==> src/rtl/sat_pkg.sv <==
// ----------------------------------------------------------------------------
// sat_pkg
// Types, codes and helpers shared by the section address translate unit.
// ----------------------------------------------------------------------------
`default_nettype none

package sat_pkg;

   localparam int MAX_SECTIONS_DEF = 16;
   localparam int PAGE_BITS        = 12;
   localparam logic [31:0] PAGE_SIZE         = 32'h0000_1000;
   localparam logic [31:0] HEADER_SIZE_RST   = 32'd1024;
   localparam logic [4:0]  SECTION_COUNT_RST = 5'd0;

   typedef logic [1:0] mode_type;
   localparam mode_type MODE_WRITE = 2'd0;
   localparam mode_type MODE_V2F   = 2'd1;
   localparam mode_type MODE_F2V   = 2'd2;

   typedef logic [1:0] csr_index_type;
   localparam csr_index_type CSR_SECTION_COUNT = 2'd0;
   localparam csr_index_type CSR_HEADER_SIZE   = 2'd1;

   typedef struct packed {
      mode_type    mode;
      logic [3:0]  slot;
      logic [31:0] virtual_size;
      logic [31:0] virtual_base;
      logic [31:0] raw_size;
      logic [31:0] raw_offset;
      logic [31:0] address;
   } req_type;

   typedef struct packed {
      logic [31:0] translated;
      logic        found;
   } rsp_type;

   typedef struct packed {
      logic [31:0] virtual_size;
      logic [31:0] virtual_base;
      logic [31:0] raw_size;
      logic [31:0] raw_offset;
   } sect_type;

   typedef struct packed {
      logic start;
      logic write;
      logic rd_en;
      logic load_out;
   } cmd_type;

   typedef struct packed {
      logic pass;
      logic busy;
      logic out_free;
   } status_type;

   function automatic logic [31:0] round_up_page(input logic [31:0] v);
      logic [31:0] r;
      r = v;
      if (v[PAGE_BITS-1:0] != '0) begin
         r = {v[31:PAGE_BITS], {PAGE_BITS{1'b0}}} + PAGE_SIZE;
      end
      return r;
   endfunction

endpackage

`default_nettype wire

==> src/rtl/sat_ram.sv <==
// ----------------------------------------------------------------------------
// sat_ram
// Generic single write port, single read port RAM with registered read.
// ----------------------------------------------------------------------------
`default_nettype none

module sat_ram #(
   parameter int WIDTH = 128,
   parameter int DEPTH = 16,
   parameter int AW    = (DEPTH > 1) ? $clog2(DEPTH) : 1
) (
   input  wire logic             clock,
   input  wire logic             wr_en,
   input  wire logic [AW-1:0]    wr_addr,
   input  wire logic [WIDTH-1:0] wr_data,
   input  wire logic             rd_en,
   input  wire logic [AW-1:0]    rd_addr,
   output      logic [WIDTH-1:0] rd_data
);

   logic [WIDTH-1:0] mem_ff [DEPTH];
   logic [WIDTH-1:0] rd_data_ff;

   always_ff @(posedge clock) begin
      if (wr_en) begin
         mem_ff[wr_addr] <= wr_data;
      end
      if (rd_en) begin
         rd_data_ff <= mem_ff[rd_addr];
      end
   end

   assign rd_data = rd_data_ff;

endmodule

`default_nettype wire

==> src/rtl/sat_ctrl.sv <==
// ----------------------------------------------------------------------------
// sat_ctrl
// Sequencer: accepts items, steps the table scan and hands off the result.
// ----------------------------------------------------------------------------
`default_nettype none

module sat_ctrl #(
   parameter int MAX_SECTIONS = 16,
   parameter int IDX_W        = (MAX_SECTIONS > 1) ? $clog2(MAX_SECTIONS) : 1,
   parameter int CNT_W        = $clog2(MAX_SECTIONS + 1)
) (
   input  wire logic                 clock,
   input  wire logic                 reset,
   input  wire logic                 req_valid,
   input  wire sat_pkg::mode_type    req_mode,
   output      logic                 req_stall,
   input  wire sat_pkg::status_type  status,
   input  wire logic [CNT_W-1:0]     used_count,
   output      sat_pkg::cmd_type     cmd,
   output      logic [IDX_W-1:0]     rd_addr
);

   import sat_pkg::*;

   typedef enum logic [1:0] {
      ST_IDLE,
      ST_SCAN,
      ST_FLUSH,
      ST_HOLD
   } state_type;

   state_type        state_ff, state_in;
   logic [IDX_W-1:0] idx_ff, idx_in;

   always_comb begin
      state_in = state_ff;
      idx_in   = idx_ff;
      cmd      = '0;
      case (state_ff)
         ST_IDLE: begin
            if (req_valid) begin
               case (req_mode)
                  MODE_WRITE: begin
                     cmd.write = 1'b1;
                  end
                  MODE_V2F, MODE_F2V: begin
                     cmd.start = 1'b1;
                     if ((req_mode == MODE_V2F && status.pass) || used_count == '0) begin
                        state_in = ST_HOLD;
                     end else begin
                        state_in = ST_SCAN;
                        idx_in   = '0;
                     end
                  end
                  default: ;
               endcase
            end
         end
         ST_SCAN: begin
            cmd.rd_en = 1'b1;
            if (CNT_W'(idx_ff) + CNT_W'(1) == used_count) begin
               state_in = ST_FLUSH;
            end else begin
               idx_in = idx_ff + IDX_W'(1);
            end
         end
         ST_FLUSH: begin
            if (!status.busy) begin
               state_in = ST_HOLD;
            end
         end
         ST_HOLD: begin
            if (status.out_free) begin
               cmd.load_out = 1'b1;
               state_in     = ST_IDLE;
            end
         end
         default: begin
            state_in = ST_IDLE;
         end
      endcase
   end

   always_ff @(posedge clock) begin
      if (reset) begin
         state_ff <= ST_IDLE;
         idx_ff   <= '0;
      end else begin
         state_ff <= state_in;
         idx_ff   <= idx_in;
      end
   end

   assign req_stall = (state_ff != ST_IDLE);
   assign rd_addr   = idx_ff;

endmodule

`default_nettype wire

==> src/rtl/sat_datapath.sv <==
// ----------------------------------------------------------------------------
// sat_datapath
// Section table, registers, two-stage range match and output register.
// ----------------------------------------------------------------------------
`default_nettype none

module sat_datapath #(
   parameter int MAX_SECTIONS = 16,
   parameter int IDX_W        = (MAX_SECTIONS > 1) ? $clog2(MAX_SECTIONS) : 1,
   parameter int CNT_W        = $clog2(MAX_SECTIONS + 1)
) (
   input  wire logic                   clock,
   input  wire logic                   reset,
   input  wire sat_pkg::req_type       req_data,
   input  wire logic                   csr_wen,
   input  wire sat_pkg::csr_index_type csr_index,
   input  wire logic [31:0]            csr_wdata,
   input  wire sat_pkg::cmd_type       cmd,
   input  wire logic [IDX_W-1:0]       rd_addr,
   output      sat_pkg::status_type    status,
   output      logic [CNT_W-1:0]       used_count,
   output      logic                   rsp_valid,
   input  wire logic                   rsp_stall,
   output      sat_pkg::rsp_type       rsp_data
);

   import sat_pkg::*;

   logic [4:0]              section_count_ff;
   logic [31:0]             header_size_ff;
   logic [MAX_SECTIONS-1:0] valid_ff;
   mode_type                mode_ff;
   logic [31:0]             addr_ff;
   logic                    vld1_ff;
   logic                    entry_vld_ff;
   logic                    vld2_ff;
   logic                    lo_ok_ff;
   logic [31:0]             end_ff;
   logic [31:0]             diff_ff;
   logic [31:0]             other_ff;
   logic [31:0]             result_ff;
   logic                    found_ff;
   logic                    rsp_valid_ff;
   rsp_type                 rsp_data_ff;

   logic            wr_en;
   logic [IDX_W-1:0] wr_addr;
   sect_type        wr_entry;
   sect_type        ram_q;
   sect_type        entry;
   logic [31:0]     base;
   logic [31:0]     end_in;
   logic [31:0]     other_in;

   assign wr_en   = cmd.write && (32'(req_data.slot) < 32'(MAX_SECTIONS));
   assign wr_addr = IDX_W'(req_data.slot);

   always_comb begin
      wr_entry.virtual_size = req_data.virtual_size;
      wr_entry.virtual_base = req_data.virtual_base;
      wr_entry.raw_size     = req_data.raw_size;
      wr_entry.raw_offset   = req_data.raw_offset;
   end

   sat_ram #(
      .WIDTH ($bits(sect_type)),
      .DEPTH (MAX_SECTIONS),
      .AW    (IDX_W)
   ) u_table (
      .clock   (clock),
      .wr_en   (wr_en),
      .wr_addr (wr_addr),
      .wr_data (wr_entry),
      .rd_en   (cmd.rd_en),
      .rd_addr (rd_addr),
      .rd_data (ram_q)
   );

   always_comb begin
      if (32'(section_count_ff) > 32'(MAX_SECTIONS)) begin
         used_count = CNT_W'(MAX_SECTIONS);
      end else begin
         used_count = CNT_W'(section_count_ff);
      end
   end

   assign entry = entry_vld_ff ? ram_q : '0;

   always_comb begin
      if (mode_ff == MODE_V2F) begin
         base     = entry.virtual_base;
         end_in   = round_up_page(entry.virtual_size) + entry.virtual_base;
         other_in = entry.raw_offset;
      end else begin
         base     = entry.raw_offset;
         end_in   = entry.raw_size + entry.raw_offset;
         other_in = entry.virtual_base;
      end
   end

   always_ff @(posedge clock) begin
      if (reset) begin
         section_count_ff <= SECTION_COUNT_RST;
         header_size_ff   <= HEADER_SIZE_RST;
         valid_ff         <= '0;
         vld1_ff          <= 1'b0;
         vld2_ff          <= 1'b0;
         rsp_valid_ff     <= 1'b0;
      end else begin
         if (csr_wen) begin
            case (csr_index)
               CSR_SECTION_COUNT: section_count_ff <= csr_wdata[4:0];
               CSR_HEADER_SIZE:   header_size_ff   <= csr_wdata;
               default: ;
            endcase
         end
         if (wr_en) begin
            valid_ff[wr_addr] <= 1'b1;
         end
         vld1_ff <= cmd.rd_en;
         vld2_ff <= vld1_ff;
         if (cmd.load_out) begin
            rsp_valid_ff <= 1'b1;
         end else if (!rsp_stall) begin
            rsp_valid_ff <= 1'b0;
         end
      end
   end

   always_ff @(posedge clock) begin
      if (cmd.rd_en) begin
         entry_vld_ff <= valid_ff[rd_addr];
      end
      lo_ok_ff <= (addr_ff >= base);
      end_ff   <= end_in;
      diff_ff  <= addr_ff - base;
      other_ff <= other_in;
      if (cmd.start) begin
         mode_ff <= req_data.mode;
         addr_ff <= req_data.address;
         if (req_data.mode == MODE_V2F && status.pass) begin
            result_ff <= req_data.address;
            found_ff  <= 1'b1;
         end else begin
            result_ff <= '0;
            found_ff  <= 1'b0;
         end
      end else if (vld2_ff && lo_ok_ff && (addr_ff < end_ff)) begin
         result_ff <= diff_ff + other_ff;
         found_ff  <= 1'b1;
      end
      if (cmd.load_out) begin
         rsp_data_ff.translated <= result_ff;
         rsp_data_ff.found      <= found_ff;
      end
   end

   assign status.pass     = (req_data.address <= header_size_ff);
   assign status.busy     = vld1_ff | vld2_ff;
   assign status.out_free = !rsp_valid_ff || !rsp_stall;

   assign rsp_valid = rsp_valid_ff;
   assign rsp_data  = rsp_data_ff;

endmodule

`default_nettype wire

==> src/rtl/section_address_translate_unit.sv <==
// ----------------------------------------------------------------------------
// section_address_translate_unit
// Section table lookup between virtual addresses and file offsets.
// ----------------------------------------------------------------------------
// Slot write: accepted with no stall, no result. Header passthrough or empty
// table: straight to the hold state, result loaded once the output register is
// free. Table lookup: scan, flush and hold states, n = min(section_count,
// MAX_SECTIONS) entries, one table read per cycle through the single RAM read
// port; next item taken once the result moves to the output register. Synchronous
// reset clears the table (valid bits), section_count to 0 and header_size to 1024.
`default_nettype none

module section_address_translate_unit #(
   parameter int MAX_SECTIONS = sat_pkg::MAX_SECTIONS_DEF
) (
   input  wire logic                   clock,
   input  wire logic                   reset,
   input  wire logic                   req_valid,
   output      logic                   req_stall,
   input  wire sat_pkg::req_type       req_data,
   output      logic                   rsp_valid,
   input  wire logic                   rsp_stall,
   output      sat_pkg::rsp_type       rsp_data,
   input  wire logic                   csr_valid,
   output      logic                   csr_ready,
   input  wire sat_pkg::csr_index_type csr_index,
   input  wire logic [31:0]            csr_wdata
);

   import sat_pkg::*;

   localparam int IDX_W = (MAX_SECTIONS > 1) ? $clog2(MAX_SECTIONS) : 1;
   localparam int CNT_W = $clog2(MAX_SECTIONS + 1);

   cmd_type          cmd;
   status_type       status;
   logic [CNT_W-1:0] used_count;
   logic [IDX_W-1:0] rd_addr;

   assign csr_ready = 1'b1;

   sat_ctrl #(
      .MAX_SECTIONS (MAX_SECTIONS),
      .IDX_W        (IDX_W),
      .CNT_W        (CNT_W)
   ) u_ctrl (
      .clock      (clock),
      .reset      (reset),
      .req_valid  (req_valid),
      .req_mode   (req_data.mode),
      .req_stall  (req_stall),
      .status     (status),
      .used_count (used_count),
      .cmd        (cmd),
      .rd_addr    (rd_addr)
   );

   sat_datapath #(
      .MAX_SECTIONS (MAX_SECTIONS),
      .IDX_W        (IDX_W),
      .CNT_W        (CNT_W)
   ) u_datapath (
      .clock      (clock),
      .reset      (reset),
      .req_data   (req_data),
      .csr_wen    (csr_valid && csr_ready),
      .csr_index  (csr_index),
      .csr_wdata  (csr_wdata),
      .cmd        (cmd),
      .rd_addr    (rd_addr),
      .status     (status),
      .used_count (used_count),
      .rsp_valid  (rsp_valid),
      .rsp_stall  (rsp_stall),
      .rsp_data   (rsp_data)
   );

endmodule

`default_nettype wire

==> config.mk <==
export PLATFORM = sky130hd
export DESIGN_NAME = section_address_translate_unit
export DESIGN_NICKNAME = d
export VERILOG_FILES = /design/src/rtl/sat_pkg.sv /design/src/rtl/sat_ram.sv /design/src/rtl/sat_ctrl.sv /design/src/rtl/sat_datapath.sv /design/src/rtl/section_address_translate_unit.sv
export SDC_FILE = /design/constraint.sdc
export NUM_CORES = 2
export LEC_CHECK = 0
export BUFFER_PORTS_ARGS = -buffer_cell sky130_fd_sc_hd__buf_2
export CAP_MARGIN = 40
export CORE_MARGIN = 8
export CORE_UTILIZATION = 45
export CTS_CLUSTER_DIAMETER = 50
export DETAILED_ROUTE_END_ITERATION = 16
export GPL_TIMING_DRIVEN = 1
export SYNTH_ARGS = -nofsm -noshare
export SYNTH_HDL_FRONTEND = slang
export SYNTH_SLANG_ARGS = --single-unit
export TNS_END_PERCENT = 100
==> constraint.sdc <==
create_clock -name clock -period 16.1 [get_ports clock]
set_clock_uncertainty 0.1 [all_clocks]
set_input_delay 1.61 -clock clock [delete_from_list [all_inputs] [get_ports clock]]
set_output_delay 1.61 -clock clock [all_outputs]
set_load 0.005 [all_outputs]
==> impl_metrics.yaml <==
status:
  status: "completed"
clocking:
  cts_setup_buffers: 0
  numCtsBuffers: 287
  cts_tree: "yes"
  hold_buffers: 0
  clk_latency_ns: 0.92
  htree_levels: 5
  clkTransAtPathRegs_ns: 0.06
  root_buffer: "clkbuf_16"
  post_cts_resized: 0
  max-clock-path-buffers: 4
  cts.sinks: 2436
yosys:
  synth_compound_area_share_pct: 3.94
  synth_flop_cell: "edfxtp_1"
  synth_top_area_share_pct: 69.5
  synth.distinct_cells: 86
  yosys.area_share.simple_pct: 3.61
  seq_area_frac_synth_pct: 72.7
  synth.area.mux_share_pct: 14.7
  synth_top_family_by_area: "multiplexers"
  synthArstFlopShare_pct: 0
  netlist_area_sq_um: 98400
  yosys_warnings: 0
  synth_xor_xnor_area_share_pct: 1.04
  synth-seq-cells: 2436
  synthAdderAreaFrac_pct: 2.64
  synth_edf_count: 2277
  synth_cells: 5134
  synthTopCellsByArea: "edfxtp_1 (69%), mux4_2 (14%), dfxtp_1 (3.2%)"
  synth_area_leader_cell: "edfxtp_1"
  synth.avg_cell_area_sq_um: 19.2
floorplan:
  ios: 241
  start_util_pct: 45.3
  die_h_microns: 484
  core_area_sq_um: 217000
  dieWidth_microns: 484
  die-area_sq_um: 234000
  row_count: 171
sta:
  final_max_slew_viol_count: 0
  min_period_ns: 5.29
  rsz0062_at_grt: "false"
  finalSetupViolCount: 0
  worstMarginPinSlew_ns: 1.14
  min_period_over_period_pct: 32.8
  hold_violations: 0
  setup_tns_ns: 0
  relSlewSlack_pct: 23.9
  max_freq_ghz: 0.189
worst_setup_path:
  startpoint_type: "register"
  critPathMaxFanout: 80
  cp_cell_sequence: "buf_4 > buf_4 > and2_1 > nand3_1 > nor3b_1 > nand3_1 > xor2_1 > nor2_1 > ha_1 > a21oi_1 > nand2_1 > a221o_1 > o31a_1 > a211oi_2 > o31ai_1 > a221oi_1 > o21bai_1 > a2bb2oi_1"
  startpoint: "u_datapath.entry_vld_ff"
  crit_type: "register to register"
  cp.required_ns: 16.74
  critPathBufInv: 2
  critPathCaptureType: "register"
  r2r_setup_slack_ns: 10.81
  crit_path_max_incr_delay_ns: 0.65
  endpoint: "u_datapath.end_ff[31]"
  reg2reg_depth: 18
  critical_path_arrival_ns: 5.93
  cp_top_family: "compound AO/OA/AOI/OAI gates"
  r2r-start: "u_datapath.entry_vld_ff"
  worst-path-stages: 18
  crit_slowest_cell: "buf_4"
  r2r_end: "u_datapath.end_ff[31]"
global_route:
  first_global_vias: 50597
  grt_pass1_wl_mm: 354
  grt-ovfl-total: 0
  grt_usage_pct: 20.4
  antenna_found_initial: 51
  grt_max_degree: 143
drt:
  wl_mm: 244
  antenna_left: 0
  vias: 50412
  drcViolationCount: 0
  dr.pass1.iters: 6
  viasPerCell: 5.84
  wl_per_cell_microns: 28.2
  drt_iter0_drc: 4665
power:
  p_seq_share_pct: 47.8
  comb_power_share_pct: 13.1
  p_switching_w: 0.00386
  swShare_pct: 24.8
  leakagePower_nw: 36.7
  p_int_w: 0.0117
  peakVddDrop_v: 0.000108
  power_frac_clock_pct: 39.0
  cellPowerDensity_nw_per_um2: 138
cells_and_area:
  areaGrowthSynthToFinish_pct: 14.8
  nNetsFinal: 5974
  largest_reg_flops: 2048
  drive_gt1_share_pct: 24.7
  final_cells: 8631
  regMostFlops: "u_datapath.u_table.mem_ff"
  utilization_pct: 52.0
placed_design:
  port_buffers: 239
  dp_hpwl_mm: 143
  place_congestion: 0.919
  dp_cells: 8129
flow_run:
  drv_cap: 0
worst_hold_path:
  hp-class: "register to register"
layout by cell type (no fill, tap or decap), types with 76 or more instances in the layout:
master / count
edfxtp_1: 2277
mux4_2: 625
clkbuf_16: 291
nand2_1: 247
buf_2: 239
a21oi_1: 203
ha_1: 200
nor2_1: 183
dfxtp_1: 155
inv_1: 136
o21ai_0: 110
a21o_1: 78
xnor2_1: 76
metal layers:
metal,GRT usage [%],part of all wire (%)
met2,31.7,46
met5,0,0.058
met4,5.34,2.6
met1,30.1,45
met3,3.46,5.9
how the worst min path moves through the flow:
| stage | from | depth (start not counted) | end |
|---|---|---|---|
| 4_1_cts | u_datapath.result_ff[2] | 0 | u_datapath.rsp_data[3] |
| 2_1_floorplan | u_datapath.found_ff | 0 | u_datapath.rsp_data[0] |
| 6_report | u_datapath.result_ff[2] | 0 | u_datapath.rsp_data[3] |
| 3_3_place_gp | u_datapath.result_ff[18] | 0 | u_datapath.rsp_data[19] |
| 5_1_grt | u_datapath.result_ff[13] | 0 | u_datapath.rsp_data[14] |
| 3_5_place_dp | u_datapath.result_ff[13] | 0 | u_datapath.rsp_data[14] |
Yosys cell counts (8+ instances only):
cell and number:
or3_1 13, o31ai_1 17, a21oi_1 204, inv_1 136, nand2_1 247, o21ai_0 110
buf_2 10, a211oi_1 38, xor2_1 41, nor2b_1 41, o21a_1 21, a31oi_1 13
nand2b_1 27, dfxtp_1 159, o211ai_1 9, nand3_1 37, and3_1 18, buf_1 55
nor2_1 195, a211o_1 9, ha_1 201, o21bai_1 13, a221oi_1 8, nand4_1 30
edfxtp_1 2277, mux2i_1 34, a21o_1 78, nor3_1 26, and2_1 73, xnor2_1 76
mux4_2 625, clkbuf_1 154, nor4_1 9, o22ai_1 17
power by group through the flow:
stage          sequential, W  clock (W)  combinational, W
5_1_grt              0.00747    0.00646           0.00226
6_report             0.00746    0.00609           0.00205
2_1_floorplan        0.00748          0           0.00145
3_3_place_gp         0.00759          0           0.00199
3_5_place_dp         0.00759          0           0.00203
4_1_cts              0.00746    0.00622           0.00204
final cells by class:
class / count / area [sq um]
well taps: 2854 / 3570
diodes: 22 / 55.1
multi-input cells: 2353 / 25700
clock inverters: 142 / 1340
clock buffers: 338 / 7480
repair buffers: 349 / 2710
inverters: 137 / 514
flip-flops and latches: 2436 / 71600
fillers: 17190 / 104000
logic make-up after synthesis:
family | count (synthesis)
buf+inv | 357
flops | 2436
xor+xnor | 117
mux | 663
fa+ha+maj | 205
compound gates | 605
other cells | 2
simple gates | 749
worst reg2reg max path, stage by stage, from the launching register on:
cell and delay [ns]:
edfxtp_1 0.32, buf_4 0.32, buf_4 0.66, and2_1 0.30, nand3_1 0.10, nor3b_1 0.49
nand3_1 0.16, xor2_1 0.19, nor2_1 0.07, ha_1 0.39, a21oi_1 0.31, nand2_1 0.09
a221o_1 0.32, o31a_1 0.38, a211oi_2 0.29, o31ai_1 0.15, a221oi_1 0.30, o21bai_1 0.15
a2bb2oi_1 0.08
metrics by stage:
step / hold slack, ns / setup WS [ns] / area, sq um / total power [W]
after floorplan: 0.300 / 4.25 / 98500 / 0.00893
after global placement: 0.302 / 10.50 / 103000 / 0.00957
after detailed placement: 0.305 / 10.62 / 104000 / 0.00962
after CTS: 0.315 / 10.84 / 113000 / 0.0157
after global routing: 0.324 / 10.48 / 113000 / 0.0162
final: 0.313 / 10.81 / 113000 / 0.0156
Power figures use the tool's default switching activity.
